[src/irst_pkg.sv]
`default_nettype none

package irst_pkg;

   // field widths of the request and response beats
   localparam int FUNC_W     = 3;
   localparam int SLOT_W     = 4;
   localparam int MASK_W     = 6;
   localparam int CODE_W     = 16;
   localparam int SLOT_OUT_W = 3;

   // configuration register widths and port layout
   localparam int LIMIT_W    = 3;
   localparam int CSR_IDX_W  = 2;
   localparam int CSR_DATA_W = 16;

   // switches that count toward the mask population limits
   localparam int SWITCHES = 6;
   localparam int POP_W    = $clog2(SWITCHES + 1);

   // configuration register indexes
   localparam logic [CSR_IDX_W-1:0] CSR_MIN_OUTPUTS    = 2'd0;
   localparam logic [CSR_IDX_W-1:0] CSR_MAX_OUTPUTS    = 2'd1;
   localparam logic [CSR_IDX_W-1:0] CSR_CODE_KEEP_MASK = 2'd2;

   // configuration reset values
   localparam logic [LIMIT_W-1:0] MIN_OUTPUTS_RST    = 3'd2;
   localparam logic [LIMIT_W-1:0] MAX_OUTPUTS_RST    = 3'd6;
   localparam logic [CODE_W-1:0]  CODE_KEEP_MASK_RST = 16'd2047;

   // operation codes
   localparam logic [FUNC_W-1:0] FN_REGISTER   = 3'd0;
   localparam logic [FUNC_W-1:0] FN_UNREGISTER = 3'd1;
   localparam logic [FUNC_W-1:0] FN_EXEC_INDEX = 3'd2;
   localparam logic [FUNC_W-1:0] FN_EXEC_CODE  = 3'd3;
   localparam logic [FUNC_W-1:0] FN_FIND_SLOT  = 3'd4;
   localparam logic [FUNC_W-1:0] FN_READ_ENTRY = 3'd5;

   // controller to datapath commands
   typedef struct packed {
      logic load;
      logic scan;
      logic commit;
   } irst_cmd_type;

   // datapath to controller status
   typedef struct packed {
      logic scan_last;
      logic out_free;
   } irst_stat_type;

endpackage

`default_nettype wire

[src/irst_dp.sv]
`default_nettype none

module irst_dp import irst_pkg::*; #(
   parameter int SCENES = 8
) (
   input  wire logic                  clock,
   input  wire logic                  reset,
   input  wire irst_cmd_type          cmd,
   output irst_stat_type              stat,
   input  wire logic [FUNC_W-1:0]     func,
   input  wire logic [SLOT_W-1:0]     scene_slot,
   input  wire logic [MASK_W-1:0]     sw_mask,
   input  wire logic [CODE_W-1:0]     ir_code,
   input  wire logic                  csr_we,
   input  wire logic [CSR_IDX_W-1:0]  csr_index,
   input  wire logic [CSR_DATA_W-1:0] csr_wdata,
   output logic                       rsp_valid,
   input  wire logic                  rsp_ready,
   output logic                       ok,
   output logic [SLOT_OUT_W-1:0]      slot_out,
   output logic [MASK_W-1:0]          mask_out,
   output logic [CODE_W-1:0]          code_out,
   output logic                       active_out
);

   localparam int IDX_W = (SCENES > 1) ? $clog2(SCENES) : 1;

   // scene table
   logic [MASK_W-1:0] mask_arr_ff [SCENES];
   logic [CODE_W-1:0] code_arr_ff [SCENES];
   logic [SCENES-1:0] act_arr_ff;

   // configuration
   logic [LIMIT_W-1:0] min_ff;
   logic [LIMIT_W-1:0] max_ff;
   logic [CODE_W-1:0]  keep_ff;

   // current operation
   logic [FUNC_W-1:0] func_ff;
   logic [SLOT_W-1:0] slot_ff;
   logic [MASK_W-1:0] mask_ff;
   logic [CODE_W-1:0] clean_ff;
   logic              in_range_ff;
   logic              reg_ok_ff;

   // scan state
   logic [IDX_W-1:0]  cnt_ff;
   logic              hit_ff;
   logic [IDX_W-1:0]  hit_slot_ff;
   logic [MASK_W-1:0] hit_mask_ff;
   logic              free_ff;
   logic [IDX_W-1:0]  free_slot_ff;

   // response register
   logic                  rsp_valid_ff;
   logic                  ok_ff;
   logic [SLOT_OUT_W-1:0] slot_out_ff;
   logic [MASK_W-1:0]     mask_out_ff;
   logic [CODE_W-1:0]     code_out_ff;
   logic                  active_out_ff;

   logic [POP_W-1:0]      pop_in;
   logic                  in_range_in;
   logic                  reg_ok_in;
   logic [IDX_W-1:0]      slot_idx;
   logic [IDX_W-1:0]      rd_idx;
   logic [MASK_W-1:0]     rd_mask;
   logic [CODE_W-1:0]     rd_code;
   logic                  rd_act;
   logic                  clean_nz;
   logic                  code_eq;
   logic                  wipe_hit;
   logic                  match;
   logic                  wr_en;
   logic [MASK_W-1:0]     wr_mask;
   logic [CODE_W-1:0]     wr_code;
   logic                  wr_act;
   logic                  ok_in;
   logic [IDX_W-1:0]      res_idx;
   logic [IDX_W+2:0]      res_idx_wide;
   logic [MASK_W-1:0]     mask_out_in;
   logic [CODE_W-1:0]     code_out_in;
   logic                  active_out_in;

   // set bits of the incoming mask among the counted switches
   always_comb begin
      pop_in = '0;
      for (int b = 0; b < SWITCHES && b < MASK_W; b++) begin
         pop_in = pop_in + POP_W'(sw_mask[b]);
      end
   end

   // range and limit checks on the incoming beat
   always_comb begin
      in_range_in = ({1'b0, scene_slot} < (SLOT_W + 1)'(SCENES));
      reg_ok_in   = in_range_in
                    && ((POP_W + LIMIT_W)'(pop_in) >= (POP_W + LIMIT_W)'(min_ff))
                    && ((POP_W + LIMIT_W)'(pop_in) <= (POP_W + LIMIT_W)'(max_ff));
   end

   // single table read port: scan counter while scanning, else the requested slot
   always_comb begin
      slot_idx = slot_ff[IDX_W-1:0];
      rd_idx   = cmd.scan ? cnt_ff : slot_idx;
      rd_mask  = mask_arr_ff[rd_idx];
      rd_code  = code_arr_ff[rd_idx];
      rd_act   = act_arr_ff[rd_idx];
      clean_nz = |clean_ff;
      code_eq  = (rd_code == clean_ff);
   end

   // per-entry scan decisions
   always_comb begin
      wipe_hit = cmd.scan && (func_ff == FN_REGISTER) && reg_ok_ff && clean_nz
                 && (rd_idx != slot_idx) && code_eq;
      match    = ((func_ff == FN_EXEC_CODE) && clean_nz && rd_act && code_eq)
                 || ((func_ff == FN_FIND_SLOT) && rd_act && (rd_mask == mask_ff));
   end

   // table write port: duplicate-code wipe during scan, store or clear on commit
   always_comb begin
      wr_en   = 1'b0;
      wr_mask = '0;
      wr_code = '0;
      wr_act  = 1'b0;
      if (wipe_hit) begin
         wr_en = 1'b1;
      end
      if (cmd.commit) begin
         if ((func_ff == FN_REGISTER) && reg_ok_ff) begin
            wr_en   = 1'b1;
            wr_mask = mask_ff;
            wr_code = clean_ff;
            wr_act  = clean_nz;
         end else if ((func_ff == FN_UNREGISTER) && in_range_ff) begin
            wr_en = 1'b1;
         end
      end
   end

   // result of the operation
   always_comb begin
      ok_in         = 1'b0;
      res_idx       = '0;
      mask_out_in   = '0;
      code_out_in   = '0;
      active_out_in = 1'b0;
      case (func_ff)
         FN_REGISTER: begin
            ok_in = reg_ok_ff;
         end
         FN_UNREGISTER: begin
            ok_in = in_range_ff;
         end
         FN_EXEC_INDEX: begin
            if (in_range_ff && rd_act) begin
               ok_in       = 1'b1;
               mask_out_in = rd_mask;
            end
         end
         FN_EXEC_CODE: begin
            if (hit_ff) begin
               ok_in       = 1'b1;
               res_idx     = hit_slot_ff;
               mask_out_in = hit_mask_ff;
            end
         end
         FN_FIND_SLOT: begin
            ok_in = 1'b1;
            if (hit_ff) begin
               res_idx = hit_slot_ff;
            end else if (free_ff) begin
               res_idx = free_slot_ff;
            end
         end
         FN_READ_ENTRY: begin
            if (in_range_ff) begin
               ok_in         = 1'b1;
               mask_out_in   = rd_mask;
               code_out_in   = rd_code;
               active_out_in = rd_act;
            end
         end
         default: begin
            ok_in = 1'b0;
         end
      endcase
      res_idx_wide = {3'b000, res_idx};
   end

   // status to the controller
   always_comb begin
      stat.scan_last = (cnt_ff == IDX_W'(SCENES - 1));
      stat.out_free  = !rsp_valid_ff || rsp_ready;
   end

   // configuration registers
   always_ff @(posedge clock) begin
      if (reset) begin
         min_ff  <= MIN_OUTPUTS_RST;
         max_ff  <= MAX_OUTPUTS_RST;
         keep_ff <= CODE_KEEP_MASK_RST;
      end else if (csr_we) begin
         case (csr_index)
            CSR_MIN_OUTPUTS:    min_ff  <= csr_wdata[LIMIT_W-1:0];
            CSR_MAX_OUTPUTS:    max_ff  <= csr_wdata[LIMIT_W-1:0];
            CSR_CODE_KEEP_MASK: keep_ff <= csr_wdata[CODE_W-1:0];
            default: begin
            end
         endcase
      end
   end

   // scene table storage, cleared by reset
   always_ff @(posedge clock) begin
      if (reset) begin
         for (int k = 0; k < SCENES; k++) begin
            mask_arr_ff[k] <= '0;
            code_arr_ff[k] <= '0;
         end
         act_arr_ff <= '0;
      end else if (wr_en) begin
         mask_arr_ff[rd_idx] <= wr_mask;
         code_arr_ff[rd_idx] <= wr_code;
         act_arr_ff[rd_idx]  <= wr_act;
      end
   end

   // capture the operation, toggle bit stripped
   always_ff @(posedge clock) begin
      if (cmd.load) begin
         func_ff     <= func;
         slot_ff     <= scene_slot;
         mask_ff     <= sw_mask;
         clean_ff    <= ir_code & keep_ff;
         in_range_ff <= in_range_in;
         reg_ok_ff   <= reg_ok_in;
      end
   end

   // scan counter and first-match trackers
   always_ff @(posedge clock) begin
      if (reset) begin
         cnt_ff       <= '0;
         hit_ff       <= 1'b0;
         hit_slot_ff  <= '0;
         hit_mask_ff  <= '0;
         free_ff      <= 1'b0;
         free_slot_ff <= '0;
      end else if (cmd.load) begin
         cnt_ff       <= '0;
         hit_ff       <= 1'b0;
         hit_slot_ff  <= '0;
         hit_mask_ff  <= '0;
         free_ff      <= 1'b0;
         free_slot_ff <= '0;
      end else if (cmd.scan) begin
         cnt_ff <= cnt_ff + 1'b1;
         if (!hit_ff && match) begin
            hit_ff      <= 1'b1;
            hit_slot_ff <= cnt_ff;
            hit_mask_ff <= rd_mask;
         end
         if (!free_ff && !rd_act) begin
            free_ff      <= 1'b1;
            free_slot_ff <= cnt_ff;
         end
      end
   end

   // response beat
   always_ff @(posedge clock) begin
      if (reset) begin
         rsp_valid_ff <= 1'b0;
      end else if (cmd.commit) begin
         rsp_valid_ff <= 1'b1;
      end else if (rsp_ready) begin
         rsp_valid_ff <= 1'b0;
      end
   end

   always_ff @(posedge clock) begin
      if (cmd.commit) begin
         ok_ff         <= ok_in;
         slot_out_ff   <= res_idx_wide[SLOT_OUT_W-1:0];
         mask_out_ff   <= mask_out_in;
         code_out_ff   <= code_out_in;
         active_out_ff <= active_out_in;
      end
   end

   assign rsp_valid  = rsp_valid_ff;
   assign ok         = ok_ff;
   assign slot_out   = slot_out_ff;
   assign mask_out   = mask_out_ff;
   assign code_out   = code_out_ff;
   assign active_out = active_out_ff;

endmodule

`default_nettype wire

[config.mk]
export PLATFORM = sky130hd
export DESIGN_NAME = irst_dp
export DESIGN_NICKNAME = d
export VERILOG_FILES = /design/src/irst_pkg.sv /design/src/irst_dp.sv
export SDC_FILE = /design/constraint.sdc
export NUM_CORES = 1
export LEC_CHECK = 0
export BUFFER_PORTS_ARGS = -buffer_cell sky130_fd_sc_hd__buf_2
export CORE_MARGIN = 1
export CORE_UTILIZATION = 61
export CTS_CLUSTER_SIZE = 40
export DETAILED_ROUTE_END_ITERATION = 10
export GPL_ROUTABILITY_DRIVEN = 0
export GPL_TIMING_DRIVEN = 0
export MAX_ROUTING_LAYER = met4
export PLACE_DENSITY = 0.8
export SETUP_SLACK_MARGIN = 0.2
export SLEW_MARGIN = 20
export SYNTH_ARGS = -nofsm -noshare
export SYNTH_HDL_FRONTEND = slang
export SYNTH_SLANG_ARGS = --single-unit
[constraint.sdc]
create_clock -name clock -period 6 [get_ports clock]
set_input_delay 0.3 -clock clock [delete_from_list [all_inputs] [get_ports clock]]
set_output_delay 0.3 -clock clock [all_outputs]
set_load 0.01 [all_outputs]
# Word level (Yosys, flattened, before mapping)
# Memories as Yosys holds them, arrays and structs flattened.
# Index checks and enable logic that the tools add are counted.
# word_totals
register_bits	105
ram_bits	176
out_inout_bits	30
elab_cells	125
memories	2
# mem_list
name	depth	width	rd	rd_clocked_by_memory_dff	write_ports	line_no	text
code_arr_ff	8	16	1	0	8	irst_dp.sv:30	logic [CODE_W-1:0] code_arr_ff [SCENES];
mask_arr_ff	8	6	1	0	8	irst_dp.sv:29	logic [MASK_W-1:0] mask_arr_ff [SCENES];
# classes
n_addsub	6
n_lt_le_gt_ge	5
eq_ne	11
mux	41
bitwise_logic	1
reduce_logical	37
# op_table
operator	n
16-bit two-way mux	3
6-bit two-way mux	6
16-bit OR reduction	2
1-bit two-way mux	20
1-bit logical AND	18
3-bit two-way mux	6
6-bit case mux with 3 select lines	1
16-bit AND	1
16-bit == test	1
2-bit AND reduction	6
3-bit by 1-bit adder with 3-bit output	3
3-bit == test (second input constant)	3
8-bit bitwise mux	1
3-bit by 2-bit == test with 1-bit output (second input constant)	2
6-bit == test	1
1-bit case mux with 6 select lines	1
3-bit case mux with 2 select lines	1
6-bit OR reduction	1
1-bit zero test	4
3-bit by 4-bit less-than comparator with 1-bit output (second input constant)	1
4-bit less-than comparator (second input constant)	1
2-bit by 1-bit adder with 3-bit output	1
3-bit by 1-bit adder with 3-bit output (second input constant)	1
1-bit binary-select mux with 3-bit select	1
other kinds (14)	15

# Longest topological paths before layout
# depth
depth_word	15
mapped_depth	15
depth_no_buf	12

# Least setup slack after synthesis
# Ideal clock, no wire load.
# synth_timing
path_kind	flip-flop to flip-flop
from	register cnt_ff[2]
to	memory code_arr_ff[5][0], enable pin
arrival_ns	4.028
required_ns	5.565
slack_ns	1.537
path_stages_with_launch	13
n_path_buf	4
period_less_slack_ns	4.463
cell_sequence	dfxtp_1 -> buf_2 -> and3b_1 -> or2_1 -> buf_4 -> buf_4 -> a32oi_1 -> nand3_1 -> a2111oi_0 -> and3_1 -> a21oi_2 -> buf_4 -> o31ai_1
# synth_lines
element	line_no	text
from (decl)	irst_dp.sv:47	logic [IDX_W-1:0] cnt_ff;
from (signal assigned)	irst_dp.sv:258	cnt_ff <= cnt_ff + 1'b1;
to (decl)	irst_dp.sv:30	

==> flow_summary.ini <==
[floorplanning]
die_w_um = 150
dieArea_mm2 = 0.0226
start_util_pct = 63.1
rows = 53
core_mm2 = 0.0213
fp.dieH_um = 150
io_pins = 84

[drt]
wl_per_cell_um = 23.7
drtIter0Drc = 1592
routed.top_layer = met4
met2_length_um = 17300
drtPass1Iterations = 8
ant_nets = 0
met3_length_um = 5060
drt_wl_total_um = 37800
wl_met1_um = 13700
via_per_inst = 6.52
drc = 0
vias = 10400

[clocking]
cts_tree = built
cts_buffers = 29
cts_buffer_depth = 3
clk-insertion-delay-late_ns = 0.56
cts-root-buf = clkbuf_16
h-tree-depth = 1
cts_num_sinks = 281
postCtsSetupRepairBufs = 0
cts_resized = 0
cts_hold_buf = 26
clkTransAtPathRegs_ns = 0.06

[outcome]
outcome = finished clean

[critical_path]
worstPathCellList = clkbuf_2 -> mux2_4 -> buf_6 -> clkbuf_1 -> nand2_1 -> nand3_1 -> nand4_1 -> xnor2_1 -> a2111oi_0 -> and3_1 -> buf_4 -> a211oi_1 -> clkinv_1
worstPathRequired_ns = 5.94
cp_top_family = buffers and inverters
startpoint = cnt_ff[0]$_SDFFE_PP0P_
crit_slowest_cell = clkinv_1
ff2ff_setup_slack_ns = 1.32
crit_fanout = 22
cp.arrival_ns = 4.62
critPathKind = flop to flop
r2r_cells = 13
r2r-end = code_arr_ff[0][9]$_SDFFCE_PN0P_
reg2reg_from = cnt_ff[0]$_SDFFE_PP0P_
path_buf_inv = 5
slowest_delay_ns = 0.97
crit_path_start_kind = flop
endpoint_kind = flop

[cells_and_area]
syn2layout_area_growth_pct = 15.5
final_layout_size_suffix_gt1_share_pct = 23.9
fin_cells = 1598
diodes = 0
fin_nets = 1367
final_util_pct = 72.9

[timing]
grt_setup_unrepaired = false
hold_violations = 0
period_share_pct = 78.0
fmax_mhz = 214
hold_slack_ns = 0.00451
worst_slew_pin_slew_ns = 1.15
clock_skew_ns = 0.0230
slew_violations = 0
timing.slew.headroom_pct = 23.5
min_period_ns = 4.68
setup_viol = 0
postLayoutSetupSlackWorst_ns = 1.32
tns_ns = 0

[worst_hold_path]
holdCritPathClass = primary input to flop
hold_depth = 3
min_to = keep_ff[13]$_SDFFE_PP0P_
hold_start = csr_wdata[13]

[yosys]
synth-edff-count = 233
ys_seq_area_share_pct = 59.2
avgSynthCellArea_um2 = 11.6
synth_cell_types = 57
ys_ff_latch = 281
synth_fp_nets = 1226
async_flop_share_pct = 0
synth_commonest_cells = 233 x edfxtp_1, 222 x nand2_1, 120 x nor3_2
syn_area_mm2 = 0.0134
synth_cells = 1160
synth_top_cell_by_area = edfxtp_1
synth_warnings = 0
synth_most_common_cell = edfxtp_1
synth_area_leaders = edfxtp_1 52%, nor3_2 8.9%, dfxtp_1 7.1%, nand2_1 6.2%, nor3_1 3.1%
synth_top_area_share_pct = 52.1
synth_ff_type = edfxtp_1

[pwr]
swShare_pct = 25.0
power.share.clock_pct = 40.4
seq_power_share_pct = 48.7
ir_drop_uv = 214
pwr-share-comb_pct = 10.9
switching_power_w = 0.00115
leakage_nw = 5.37
internal_power_w = 0.00344
power_density_mw_per_mm2 = 295

[global_routing]
grt_pass1_vias = 10200
grt_max_degree = 33
grt_pass1_wl_um = 56600
grt_usage_pct = 35.3
grt-ovfl-total = 0
antenna_found_initial = 0

[place]
dp.cells = 1519
io_buffers = 81
dp_hpwl_um = 24200
post-place-ws_ns = 1.72

[flow_run]
max_cap_violations = 0
placed cells by master, fill, tap and decap left out, types with 35 or more instances in the layout:
cell type	instances
nand2_1	222
buf_2	90
nand3_1	54
mux2i_1	35
nor3_2	120
dfxtp_1	48
nor3_1	82
nor2_1	46
clkbuf_1	47
edfxtp_1	233
state kept, by name (all words and copies together), names as in the netlist, 3 cells and up:
register	cells
hit_slot_ff	3
hit_mask_ff	6
func_ff	3
keep_ff	16
free_slot_ff	3
min_ff	3
mask_ff	6
mask_out	6
clean_ff	16
slot_out	3
slot_ff	3
code_arr_ff	128
code_out	16
max_ff	3
cnt_ff	3
mask_arr_ff	48
act_arr_ff	8
how the worst max path moves through the flow:
| stage | end | slack, ns | cells past startpoint |
|---|---|---|---|
| 6_report | code_arr_ff[0][9]$_SDFFCE_PN0P_ | 1.32 | 13 |
| 5_1_grt | code_arr_ff[0][11]$_SDFFCE_PN0P_ | 1.20 | 13 |
| 4_1_cts | code_arr_ff[0][3]$_SDFFCE_PN0P_ | 1.51 | 13 |
| 3_5_place_dp | code_arr_ff[0][5]$_SDFFCE_PN0P_ | 1.72 | 13 |
| 3_3_place_gp | code_arr_ff[5][5]$_SDFFCE_PN0P_ | -0.82 | 13 |
| 2_1_floorplan | code_arr_ff[5][0]$_SDFFCE_PN0P_ | 1.54 | 12 |
power by group through the flow:
stage                     Clock, W  Sequential (W)  Combinational [W]
after floorplan                  0         0.00226           0.000291
after global routing       0.00190         0.00224           0.000529
after global placement           0         0.00227           0.000450
after detailed placement         0         0.00227           0.000465
after CTS                  0.00183         0.00223           0.000483
final                      0.00185         0.00223           0.000498
cell type report:
type                            instances  area, µm²
Inverter                               23       86.3
Clock buffer                           39        823
Fill cell                            1399       5760
Tap cell                              275        344
Sequential cell                       281       7960
Clock inverter                         14        156
Multi-Input combinational cell        768       4900
Buffer                                 88        534
Timing Repair Buffer                  110        719
layer usage:
metal	global-route usage, %	vias to the layer above
met3	9.70	175
met2	52.9	808
met5	-	-
li1	-	4513
met4	17.6	0
met1	44.1	4923
stage by stage:
step                      instance area, µm²  total power [W]
after global routing                   15500          0.00467
after floorplan                        13400          0.00255
after detailed placement               14300          0.00274
after global placement                 14200          0.00272
after CTS                              15500          0.00455
final                                  15500          0.00459
kinds of logic (layout without fill, tap and decap cells):
kind of cell / after synthesis / in the layout / share of synthesized area [%]
buffers and inverters: 111 / 274 / 4.62
multiplexers: 37 / 37 / 2.89
AO/OA/AOI/OAI: 101 / 101 / 5.40
AND/OR/NAND/NOR: 601 / 601 / 25.5
adder cells (fa/ha/maj): 12 / 12 / 1.28
XOR/XNOR: 17 / 17 / 1.11
flip-flops: 281 / 281 / 59.2
worst min-delay path, cell delays in order:
cell and delay [ns]:
buf_2 0.10, nand2_1 0.05, a21oi_1 0.05
No activity file was read; power rests on OpenSTA's default activity.
