$ cat config.mk
export PLATFORM = sky130hd
export DESIGN_NAME = irst_ctrl
export DESIGN_NICKNAME = d
export VERILOG_FILES = /design/src/irst_pkg.sv /design/src/irst_ctrl.sv
export SDC_FILE = /design/constraint.sdc
export NUM_CORES = 1
export LEC_CHECK = 0
export BUFFER_PORTS_ARGS = -buffer_cell sky130_fd_sc_hd__clkbuf_2
export CAP_MARGIN = 15
export CORE_AREA = 2 2 39 41
export CTS_CLUSTER_SIZE = 28
export DETAILED_ROUTE_END_ITERATION = 8
export DIE_AREA = 0 0 41 43
export PLACE_DENSITY = 0.38
export SKIP_CTS_REPAIR_TIMING = 1
export SLEW_MARGIN = 20
export SYNTH_ARGS = -nofsm -noshare
export SYNTH_HDL_FRONTEND = slang
export SYNTH_SLANG_ARGS = --single-unit
$ cat constraint.sdc
create_clock -name clock -period 2.1 [get_ports clock]
set_clock_uncertainty 0.05 [all_clocks]
set_input_delay 0.315 -clock clock [delete_from_list [all_inputs] [get_ports clock]]
set_output_delay 0.315 -clock clock [all_outputs]
set_load 0.01 [all_outputs]
$ cat src/irst_pkg.sv
`default_nettype none

package irst_pkg;

   // field widths of the request and response beats
   localparam int FUNC_W     = 3;
   localparam int SLOT_W     = 4;
   localparam int MASK_W     = 6;
   localparam int CODE_W     = 16;
   localparam int SLOT_OUT_W = 3;

   // configuration register widths and port layout
   localparam int LIMIT_W    = 3;
   localparam int CSR_IDX_W  = 2;
   localparam int CSR_DATA_W = 16;

   // switches that count toward the mask population limits
   localparam int SWITCHES = 6;
   localparam int POP_W    = $clog2(SWITCHES + 1);

   // configuration register indexes
   localparam logic [CSR_IDX_W-1:0] CSR_MIN_OUTPUTS    = 2'd0;
   localparam logic [CSR_IDX_W-1:0] CSR_MAX_OUTPUTS    = 2'd1;
   localparam logic [CSR_IDX_W-1:0] CSR_CODE_KEEP_MASK = 2'd2;

   // configuration reset values
   localparam logic [LIMIT_W-1:0] MIN_OUTPUTS_RST    = 3'd2;
   localparam logic [LIMIT_W-1:0] MAX_OUTPUTS_RST    = 3'd6;
   localparam logic [CODE_W-1:0]  CODE_KEEP_MASK_RST = 16'd2047;

   // operation codes
   localparam logic [FUNC_W-1:0] FN_REGISTER   = 3'd0;
   localparam logic [FUNC_W-1:0] FN_UNREGISTER = 3'd1;
   localparam logic [FUNC_W-1:0] FN_EXEC_INDEX = 3'd2;
   localparam logic [FUNC_W-1:0] FN_EXEC_CODE  = 3'd3;
   localparam logic [FUNC_W-1:0] FN_FIND_SLOT  = 3'd4;
   localparam logic [FUNC_W-1:0] FN_READ_ENTRY = 3'd5;

   // controller to datapath commands
   typedef struct packed {
      logic load;
      logic scan;
      logic commit;
   } irst_cmd_type;

   // datapath to controller status
   typedef struct packed {
      logic scan_last;
      logic out_free;
   } irst_stat_type;

endpackage

`default_nettype wire

$ cat src/irst_ctrl.sv
`default_nettype none

module irst_ctrl import irst_pkg::*; (
   input  wire logic          clock,
   input  wire logic          reset,
   input  wire logic          req_valid,
   output logic               req_ready,
   input  wire irst_stat_type stat,
   output irst_cmd_type       cmd
);

   typedef enum logic [1:0] {
      ST_IDLE,
      ST_SCAN,
      ST_COMMIT
   } state_type;

   state_type state_ff;
   logic      ready_ff;

   // command decode
   always_comb begin
      cmd.load   = req_valid && ready_ff;
      cmd.scan   = (state_ff == ST_SCAN);
      cmd.commit = (state_ff == ST_COMMIT) && stat.out_free;
   end

   assign req_ready = ready_ff;

   // sequencer: take a beat, walk every entry, then write back and post the result
   always_ff @(posedge clock) begin
      if (reset) begin
         state_ff <= ST_IDLE;
         ready_ff <= 1'b1;
      end else begin
         case (state_ff)
            ST_IDLE: begin
               if (req_valid && ready_ff) begin
                  state_ff <= ST_SCAN;
                  ready_ff <= 1'b0;
               end
            end
            ST_SCAN: begin
               if (stat.scan_last) begin
                  state_ff <= ST_COMMIT;
               end
            end
            ST_COMMIT: begin
               if (stat.out_free) begin
                  state_ff <= ST_IDLE;
                  ready_ff <= 1'b1;
               end
            end
            default: begin
               state_ff <= ST_IDLE;
               ready_ff <= 1'b1;
            end
         endcase
      end
   end

endmodule

`default_nettype wire

* Word-level counts from Yosys, hierarchy flattened
Index checks and enable logic that the tools add are counted.
** Storage, ports and cells
- Register bits :: 3
- Latch bits :: 0
- Bits of input ports :: 5
- Memories kept :: 0
- Bits in writable memories :: 0
- Bits in read-only memories :: 0
** Cells by class
- Reduce and logical (&&, ||, !) cells :: 5
- $add $sub $neg :: 0
- Div/mod/pow operators :: 0
- Bitwise operators :: 1
- Shift-type cells :: 0
- Multiplexer cells :: 7
- Multiply operators :: 0
- Magnitude comparators :: 0
- Eq/ne operators :: 5
** Operators with widths (count)
- two-way mux 2 bit :: 3
- inequality test 2 bit (second input constant) :: 3
- one-hot mux 2 bit (3 select lines) :: 1
- AND reduction 3 bit :: 2
- one-hot mux 1 bit (3 select lines) :: 1
- equality test 2 x 1 -> 1 bit (second input constant) :: 1
- equality test 2 bit (second input constant) :: 1
- logical AND 1 bit :: 2
- logical NOT 2 bit :: 1
- two-way mux 1 bit :: 2
- inverter 1 bit :: 1

* Longest topological paths before layout
Gate-level depths: netlist of run 1.
- Depth after elaboration :: 3
- Gate-level depth with buffers :: 3
- Gate-level depth less buffers :: 3

* Least setup slack after synthesis of run 1
OpenSTA, ideal clock, no wires.
- Path type :: register -> output
- Start point :: reg state_ff[1]
- End point :: out cmd[0] (netlist bit)
- Data arrival time :: 0.604 ns
- Setup slack :: 1.131 ns
- Stages on the path, launching flop included :: 3
- Buffers on the path :: 0
- Path through :: dfxtp_1 nand2_1 nor2_1
** RTL lines
- start: declaration :: RTL line irst_ctrl.sv:18 : state_type state_ff;
- start signal: assignment :: RTL line irst_ctrl.sv:33 : state_ff <= ST_IDLE;
- start signal: assignment :: RTL line irst_ctrl.sv:39 : state_ff <= ST_SCAN;
- start signal: assignment :: RTL line irst_ctrl.sv:45 : state_ff <= ST_COMMIT;
- end: declaration :: RTL line irst_ctrl.sv:9 : output irst_cmd_type cmd

==> results of run 1 <==
cell usage after synthesis (all sizes together):
cell | instances | area (um^2)
nor3b | 1 | 7.510
inv | 2 | 7.510
nor2 | 3 | 13.77
nor2b | 1 | 8.760
nor3 | 2 | 10.01
mux2i | 1 | 10.01
o22ai | 1 | 6.260
nand2 | 1 | 3.750
and2 | 1 | 6.260
a21oi | 2 | 10.01
dfxtp | 3 | 60.06
worst max-delay path, delay by kind of cell, from the launching register on:
family / cells / cell delay [ns]
flops: 1 / 0.40
simple gates: 1 / 0.18
buf+inv: 1 / 0.14
cells in the final DEF, fill, tap and decap left out, drive strengths merged:
master  instances
o22ai           1
nand2           1
nor2b           1
and2            1
inv             2
mux2i           1
nor2            3
nor3            2
dfxtp           3
nor3b           1
clkbuf         12
a21oi           2
state kept, by name, summed over array words and instances (netlist names):
name and flops:
state_ff 2, req_ready 1
cell type report:
cell class                      count  area, um^2
Fill cell                         156        1154
Multi-Input combinational cell     13       76.32
Sequential cell                     3       60.06
Timing Repair Buffer                8       40.04
Clock buffer                        4       26.28
Tap cell                           16       20.02
Inverter                            2       7.507
through the flow:
stage               utilization (%)  hold slack (ns)
floorplan                         -           0.3319
global placement              14.74           0.4896
detailed placement            14.74           0.4871
CTS                           16.64           0.2383
global route                  16.64           0.2416
finish                        16.64           0.2463
worst paths after layout:
check        slack (ns)                        to                startpoint
max                0.78                    cmd[1]  state_ff[0]$_SDFFE_PP0P_
min                0.25  state_ff[1]$_SDFFE_PP0P_                     reset
max reg2reg        1.22  state_ff[1]$_SDFFE_PP0P_  state_ff[0]$_SDFFE_PP0P_
min reg2reg        0.51  state_ff[0]$_SDFFE_PP0P_  state_ff[1]$_SDFFE_PP0P_
power breakdown:
group	total, mW	internal, mW	leakage (nW)	switching (mW)
clock network	0.101	0.0712	0.0150	0.0296
logic	0.0318	0.0160	0.0690	0.0158
registers	0.0707	0.0631	0.0248	0.00755
per-layer routing:
metal	track usage (%)	wire (um)	part of all wire (%)
met1	8.654	210	58
met2	3.750	82	23
met3	7.853	69	19
met4	4.000	0	0
met5	0	0	0
cell families (layout without fill, tap and decap cells):
| kind of cell | Yosys count | after routing | share of synthesized area (%) |
|---|---|---|---|
| compound gates | 3 | 3 | 11.31 |
| buf+inv | 2 | 14 | 5.219 |
| flops | 3 | 3 | 41.74 |
| mux | 1 | 1 | 6.957 |
| simple gates | 9 | 9 | 34.79 |
==> impl_results.md, run 1 <==
* Place WS at 1.023 ns
* Yosys cell types at 12
* Pleak at 0.1088 nW
* Crit. End Element: primary output
* Fin crit share at 62.84%
* Ys Warns at 0
* Power Total at 0.2033 mW
* Clock period minus final worst setup slack at about 1.3 ns
* Net Count, Synth at 23
* Final WS setup at 0.7803 ns
* Input/output buffers at 8
* Critical Path RT at 1.74 ns
* # DRC at 0
* Hold Path Class: input port to flip-flop
* Sum of negative setup slack at 0 ns
* RSZ-0062 raised after global routing: no
* Peak supply drop at 0.4292 mV
* Cells along the critical path: nor2b_2 > clkbuf_2
* WL final at roughly 360 um
* Outcome: finished, final reports clean
* Syn-to-layout area delta at 60.00%
* DR WL/cell at 7.870 um
* Final non-filler cell total at 46
* ANT cells at 0
* Rows at 14
* Worst-path maximum fanout at 5
* Die W at 41 um
* Initial core utilization at approximately a tenth
* Vias per cell at 3.391
* Max-slew violation count at 0
* Final Hold Viols at 0
* Drt initial violations at 2
* Max_cap viols at 0
* Core area at 0.001384 mm^2
* Syn Area/Cell at ~8 um^2
* Routed Antenna Nets at 0
* Arrival time at the worst endpoint at between 0.9 and 1 ns
* Ports at 9
* Clock latency on the worst-skew pair at 0.23 ns
* Crit path kind: flip-flop to primary output
* CTS Root Buffer Type: clkbuf_4
* Clk pin slew, worst setup/hold paths at approximately 0.04 ns
* Die H at 43 um
* Seq/Total Area, Yosys at between 40% and 50%
* Cts bufs inserted at 3
* Synth Instances at 18
* Dpl cells at 42
* CP Launch Type: flip-flop
* Fin nets at 36
* Htree depth at 1
* GR Overflow Total at 0
* Die area at around 0.0018 mm^2
* Final Instance Area at 230.2 um^2
* Dpl hpwl at 280.9 um
* Area after DPL at 203.9 um^2
* Max Freq at 757.7 MHz
* Critical Path Slowest Stage Cell: dfxtp_1
* Pwr Density at 882.9 mW/mm^2
* Slew HR at a little under nine tenths
* Slew @ Worst Pin at 0.2060 ns
* Pre-antenna DRT Iters at 2
* Sink Count at 3
* First-pass GRT wire length at ~600 um
* CTS tree: built
* Mapped Area at around 140 um^2
* Largest net degree at the start of global routing at 7
* Initial antenna violation count at 0
* Cells on worst reg2reg path at 3
* Routed via count at around 160
* Flops & latches, synth at 3
* Layout cells sized above 1 at 43.33%
* Total track usage at ~6.0%
* Number of global-route vias before repair at between 100 and 150
* Gpl congestion at approximately 0.69
* Hold path cells at 2
* Clock buffer depth at 2
* Delay of the slowest cell on the worst path at 0.40 ns
* Final setup vio count at 0
Power figures use the tool's default switching activity.
==> run 2, diff against run 1 <==
--- a/config.mk
+++ b/config.mk
@@ -11,7 +11,7 @@
 export CTS_CLUSTER_SIZE = 28
 export DETAILED_ROUTE_END_ITERATION = 8
 export DIE_AREA = 0 0 41 43
-export PLACE_DENSITY = 0.38
+export PLACE_DENSITY = 0.39
 export SKIP_CTS_REPAIR_TIMING = 1
 export SLEW_MARGIN = 20
 export SYNTH_ARGS = -nofsm -noshare
==> constraint.sdc (replaced) <==
create_clock -name clock -period 1.1 [get_ports clock]
set_clock_uncertainty 0.05 [all_clocks]
set_input_delay 0.165 -clock clock [delete_from_list [all_inputs] [get_ports clock]]
set_output_delay 0.165 -clock clock [all_outputs]
set_load 0.01 [all_outputs]
==> impl_results.md, run 2 (synthesized netlist as in run 1, its figures left out) <==
* Outcome: finished, final reports clean
* Total track usage at 6.613% (+0.60 points)
* ANT cells at 0 (unchanged)
* Routed Antenna Nets at 0 (unchanged)
* GR Overflow Total at 0 (unchanged)
* Vias per cell at 3.638 (+7.3%)
* Sw Pwr at 0.1054 mW (+99%)
* Pre-antenna DRT Iters at 4 (+2)
* Cells along the critical path: nand2_1 > nor2_1 > buf_2
* Hold Path Class: input port to flip-flop
* Delay of the slowest cell on the worst path at 0.37 ns (-0.03 ns)
* Hold path cells at 2 (unchanged)
* Family with the most delay on the worst path: flip-flops
* Final Hold Viols at 0 (unchanged)
* Critical Path RT at 0.88 ns (-0.86 ns)
* Register share of total power at 33.2% (-1.6 points)
* Drt initial violations at 1 (-1)
* Htree depth at 1 (unchanged)
* Die H at 43 um (unchanged)
* Worst hold endpoint: state_ff[1]$_SDFFE_PP0P_
* Max Freq at approximately 930 MHz
* Biggest register: state_ff
* Input/output buffers at 8 (unchanged)
* Ports at 9 (unchanged)
* Initial core utilization at 10.40% (unchanged)
* Initial antenna violation count at 0 (unchanged)
* Pleak at 0.1216 nW (+12%)
* Slew @ Worst Pin at 0.1653 ns (-0.04067 ns)
* Worst path bufs/invs at 1 (unchanged)
* Area after DPL at 203.9 um^2 (unchanged)
* Gpl congestion at 0.6732 (-2.5%)
* Core area at 0.001384 mm^2 (unchanged)
* Final Instance Area at 260.3 um^2 (+13%)
* Max-slew violation count at 0 (unchanged)
* Clock latency on the worst-skew pair at 0.24 ns (about the same)
* Peak supply drop at 0.5815 mV (+35%)
* Clock share of power at 48.5% (-1.1 points)
* Pint at 0.2991 mW (+99%)
* Slew HR at 88.96% (+2.7 points)
* CTS tree: built
* Largest net degree at the start of global routing at 7 (unchanged)
* Syn-to-layout area delta at 80.87%
* Die W at 41 um (unchanged)
* Crit. End Element: primary output
* Clock period minus final worst setup slack at roughly 1.1 ns
* Max_cap viols at 0 (unchanged)
* CTS Root Buffer Type: clkbuf_4
* Cts bufs inserted at 3 (unchanged)
* Die area at 0.001763 mm^2 (unchanged)
* Sum of negative setup slack at 0 ns (unchanged)
* Max FFs per register at 2 (unchanged)
* Final setup vio count at 0 (unchanged)
* Most frequent cells in the layout: clkbuf_2 (6), clkbuf_4 (3)
* First-pass GRT wire length at 648 um (+5.5%)
* RSZ-0062 raised after global routing: yes
* # DRC at 0 (unchanged)
* Pwr Density at 1554 mW/mm^2 (+76%)
* WL final at 408 um (+13%)
* Crit path kind: flip-flop to primary output
* Commonest non-fill, non-tap cell in the layout: clkbuf_2
* Sw Share at 26.05% (about the same)
* Fillers at 159 (+1.9%)
* Arrival time at the worst endpoint at 0.86 ns (-0.09 ns)
* Place WS at 0.1754 ns (-0.8473 ns)
* Critical Path Slowest Stage Cell: dfxtp_4
* Clock buffer depth at 2 (unchanged)
* Fin nets at 37 (+2.8%)
* Combinational share of power at 18.3% (+2.7 points)
* Worst reg2reg path startpoint: state_ff[1]$_SDFFE_PP0P_
* Fin util at 18.81% (+2.2 points)
* CP Launch Type: flip-flop
* Worst-path maximum fanout at 5 (unchanged)
* Clk pin slew, worst setup/hold paths at 0.04 ns (about the same)
* Hold wc startpoint: reset
* Sink Count at 3 (unchanged)
* Rows at 14 (unchanged)
* R2r endpoint: req_ready$_SDFFE_PP1P_
* Routed via count at 171 (+9.6%)
* Layout cells sized above 1 at 58.06% (+15 points)
* DR WL/cell at 8.681 um (+10%)
* Final WS setup at 0.02038 ns (-0.7599 ns)
* Number of global-route vias before repair at 145 (+5.8%)
* R2R setup slack at 0.20 ns (-1.02 ns)
* Cells on worst reg2reg path at 3 (unchanged)
* Fin crit share at 98.15%
run 2: power groups by stage:
stage	clock network [mW]	registers (mW)	logic (mW)
3_3_place_gp	0	0.137	0.0609
5_1_grt	0.228	0.137	0.0817
2_1_floorplan	0	0.135	0.0313
3_5_place_dp	0	0.135	0.0609
4_1_cts	0.210	0.133	0.0611
6_report	0.196	0.134	0.0739
run 2: per-layer routing:
layer / up-vias / track usage, % / routed length (um)
met3: 0 / 8.901 / 70
li1: 88 / - / -
met5: - / 0 / 0
met4: 0 / 6.000 / 0
met1: 69 / 9.265 / 213
met2: 14 / 3.438 / 124
run 2: worst max-delay path by stage:
stage / depth (start not counted) / from / slack (ns) / endpoint
after detailed placement: 2 / state_ff[0]$_SDFFE_PP0P_ / 0.18 / cmd[1]
after CTS: 2 / state_ff[0]$_SDFFE_PP0P_ / -0.09 / cmd[1]
after floorplan: 3 / req_ready$_SDFFE_PP1P_ / 0.20 / state_ff[0]$_SDFFE_PP0P_
after global routing: 3 / state_ff[1]$_SDFFE_PP0P_ / -0.05 / cmd[0]
after global placement: 2 / state_ff[0]$_SDFFE_PP0P_ / 0.17 / cmd[1]
final: 3 / state_ff[1]$_SDFFE_PP0P_ / 0.02 / cmd[0]
run 2: worst reg2reg max path, delay by kind of cell, from the launching register on:
family          cells  cell delay (ns)
flops               1             0.35
compound gates      2             0.24
buf+inv             1             0.14
run 2: metrics by stage:
stage | power [mW] | hold WS (ns) | std cells
after floorplan | 0.1664 | 0.1819 | 18
after global placement | 0.1975 | 0.3424 | 42
after detailed placement | 0.1957 | 0.3456 | 42
after CTS | 0.4041 | 0.08827 | 46
after global routing | 0.4468 | 0.08539 | 47
final | 0.4045 | 0.09327 | 47
run 2: area by class of cell:
class                           count  area (um^2)  share of cell area (%)
Clock buffer                        4        26.28                   10.10
Timing Repair Buffer                9        53.80                   20.67
Sequential cell                     3        68.82                   26.44
Tap cell                           16        20.02                   7.692
Inverter                            2        7.507                   2.885
Multi-Input combinational cell     13        83.83                   32.21
==> run 3, diff against run 2 <==
--- a/config.mk
+++ b/config.mk
@@ -13,7 +13,7 @@
 export DIE_AREA = 0 0 41 43
 export PLACE_DENSITY = 0.39
 export SKIP_CTS_REPAIR_TIMING = 1
-export SLEW_MARGIN = 20
+export SLEW_MARGIN = 10
 export SYNTH_ARGS = -nofsm -noshare
 export SYNTH_HDL_FRONTEND = slang
 export SYNTH_SLANG_ARGS = --single-unit
==> constraint.sdc (replaced) <==
create_clock -name clock -period 1.1 [get_ports clock]
set_clock_uncertainty 0.05 [all_clocks]
set_input_delay 0.22 -clock clock [delete_from_list [all_inputs] [get_ports clock]]
set_output_delay 0.22 -clock clock [all_outputs]
set_load 0.01 [all_outputs]
==> impl_results.md, run 3 (synthesized netlist as in run 1, its figures left out) <==
* Sw Share at 26.18% (+0.13 points)
* Number of global-route vias before repair at 131 (-9.7%)
* Crit path from: state_ff[1]$_SDFFE_PP0P_
* Worst-path maximum fanout at 5 (unchanged)
* Final setup vio count at 1 (+1)
* Cells along the critical path: nand2_2 > nor2_1 > buf_2
* Crit path kind: flip-flop to primary output
* First-pass GRT wire length at 607 um (-6.3%)
* Max FFs per register at 2 (unchanged)
* Slew @ Worst Pin at 0.1713 ns (+0.005995 ns)
* CTS tree: built
* Most frequent cells in the layout: clkbuf_2 (5), clkbuf_4 (3), buf_4 (3)
* Clock latency on the worst-skew pair at 0.24 ns (about the same)
* Cts bufs inserted at 3 (unchanged)
* Final Instance Area at 281.5 um^2 (+8.2%)
* Met3 Resource Use GR at 6.283% (-2.6 points)
* Initial antenna violation count at 0 (unchanged)
* Fin crit share at 102.3% (+4.1 points)
* Clock buffer depth at 2 (unchanged)
* Die H at 43 um (unchanged)
* Input/output buffers at 8 (unchanged)
* Multi-input gate area at 86.33 um^2 (+3.0%)
* Dpl cells at 43 (+2.4%)
* Sink Count at 3 (unchanged)
* Pwr Density at 1516 mW/mm^2 (-2.5%)
* Syn-to-layout area delta at 95.65%
* Failing checks: setup timing
* Register share of total power at 31.1% (-2.1 points)
* Grt met2 use at 3.125% (-0.31 points)
* Routed Antenna Nets at 0 (unchanged)
* Clk pin slew, worst setup/hold paths at 0.04 ns (about the same)
* Delay of the slowest cell on the worst path at 0.37 ns (about the same)
* Commonest non-fill, non-tap cell in the layout: clkbuf_2
* Routed via count at 172 (+0.58%)
* Hold slack at 0.1524 ns (+0.05911 ns)
* Max Freq at 888.7 MHz (-4.1%)
* RSZ-0062 raised after global routing: yes
* Slew HR at 88.55% (-0.40 points)
* Die area at 0.001763 mm^2 (unchanged)
* Clock period minus final worst setup slack at 1.125 ns (+0.04558 ns)
* Arrival time at the worst endpoint at 0.86 ns (about the same)
* Rows at 14 (unchanged)
* WL final at 419 um (+2.7%)
* Die W at 41 um (unchanged)
* Total track usage at 6.131% (-0.48 points)
* Peak supply drop at 0.4554 mV (-22%)
* Clock share of power at 46.4% (-2.1 points)
* Final non-filler cell total at 49 (+4.3%)
* Crit. End Element: primary output
* Layout cells sized above 1 at 63.64% (+5.6 points)
* Fillers at 159 (unchanged)
* Area after DPL at 211.5 um^2 (+3.7%)
* DR WL/cell at 8.551 um (-1.5%)
* Max-slew violation count at 0 (unchanged)
* ANT cells at 0 (unchanged)
* Drt initial violations at 3 (+2)
* Combinational share of power at 22.4% (+4.1 points)
* Hold wc startpoint: reset
* CTS Root Buffer Type: clkbuf_4
* Critical Path RT at 0.83 ns (-0.05 ns)
* Largest net degree at the start of global routing at 7 (unchanged)
* Pleak at 0.1337 nW (+9.9%)
* Gpl congestion at 0.6969 (+3.5%)
* Final WS setup at -0.02520 ns (-0.04558 ns)
* Max_cap viols at 0 (unchanged)
* Reg area at 66.31 um^2 (-3.6%)
* Pint at 0.3150 mW (+5.3%)
* CP Launch Type: flip-flop
* Hold Path Class: input port to flip-flop
* Ports at 9 (unchanged)
* Biggest register: state_ff
* Met1 GRT Util at 9.677% (+0.41 points)
* Critical Path Slowest Stage Cell: dfxtp_4
* # DRC at 0 (unchanged)
* Sw Pwr at 0.1117 mW (+6.0%)
* Fin nets at 39 (+5.4%)
* Initial core utilization at 10.40% (unchanged)
* Outcome: finished, violations left
* Vias per cell at 3.510 (-3.5%)
* Htree depth at 1 (unchanged)
* GR Overflow Total at 0 (unchanged)
* Core area at 0.001384 mm^2 (unchanged)
* Worst reg2reg path startpoint: state_ff[0]$_SDFFE_PP0P_
* Pre-antenna DRT Iters at 2 (-2)
* Gr busiest metal: met1
* Final Hold Viols at 0 (unchanged)
run 3: layout make-up:
cell class / instances / area share, %
clock buffers: 4 / 9.333
inverters: 2 / 2.667
multi-input cells: 13 / 30.67
flip-flops and latches: 3 / 23.56
well taps: 16 / 7.111
repair buffers: 11 / 26.67
run 3: worst paths after layout:
path                                                  to  slack (ns)  cells past startpoint
worst max-delay path                              cmd[0]       -0.03                      3
worst min-delay path            state_ff[1]$_SDFFE_PP0P_        0.15                      2
worst max register to register  state_ff[1]$_SDFFE_PP0P_        0.19                      4
worst min register to register  state_ff[0]$_SDFFE_PP0P_        0.42                      1
run 3: through the flow:
| stage | utilization, % | setup TNS (ns) | total power, mW | worst slack, ns |
|---|---|---|---|---|
| final | 20.34 | -0.02520 | 0.4267 | -0.02520 |
| after floorplan | - | 0 | 0.1664 | 0.2025 |
| after CTS | 17.18 | -0.2725 | 0.4076 | -0.1234 |
| after detailed placement | 15.28 | 0 | 0.2014 | 0.1301 |
| after global routing | 20.34 | -0.1562 | 0.4552 | -0.08569 |
| after global placement | 15.28 | 0 | 0.2027 | 0.1354 |
run 3: power groups by stage:
stage	Clock, mW	Sequential, mW	Combinational (mW)
2_1_floorplan	0	0.135	0.0313
3_3_place_gp	0	0.133	0.0693
3_5_place_dp	0	0.133	0.0682
4_1_cts	0.208	0.131	0.0687
5_1_grt	0.215	0.135	0.105
6_report	0.198	0.133	0.0958
run 3: critical path: cells and delay by family, from the launching register on:
family	cells	cell delay [ns]
simple gates	2	0.12
buf+inv	1	0.13
flops	1	0.37
run 3: metal layers:
metal  wire (um)  vias up  share of wire (%)
met1         228       69                 54
met3          56        2                 13
li1            -       90                  -
met5           0        -                  0
met2         127       11                 30
met4           8        0                1.9
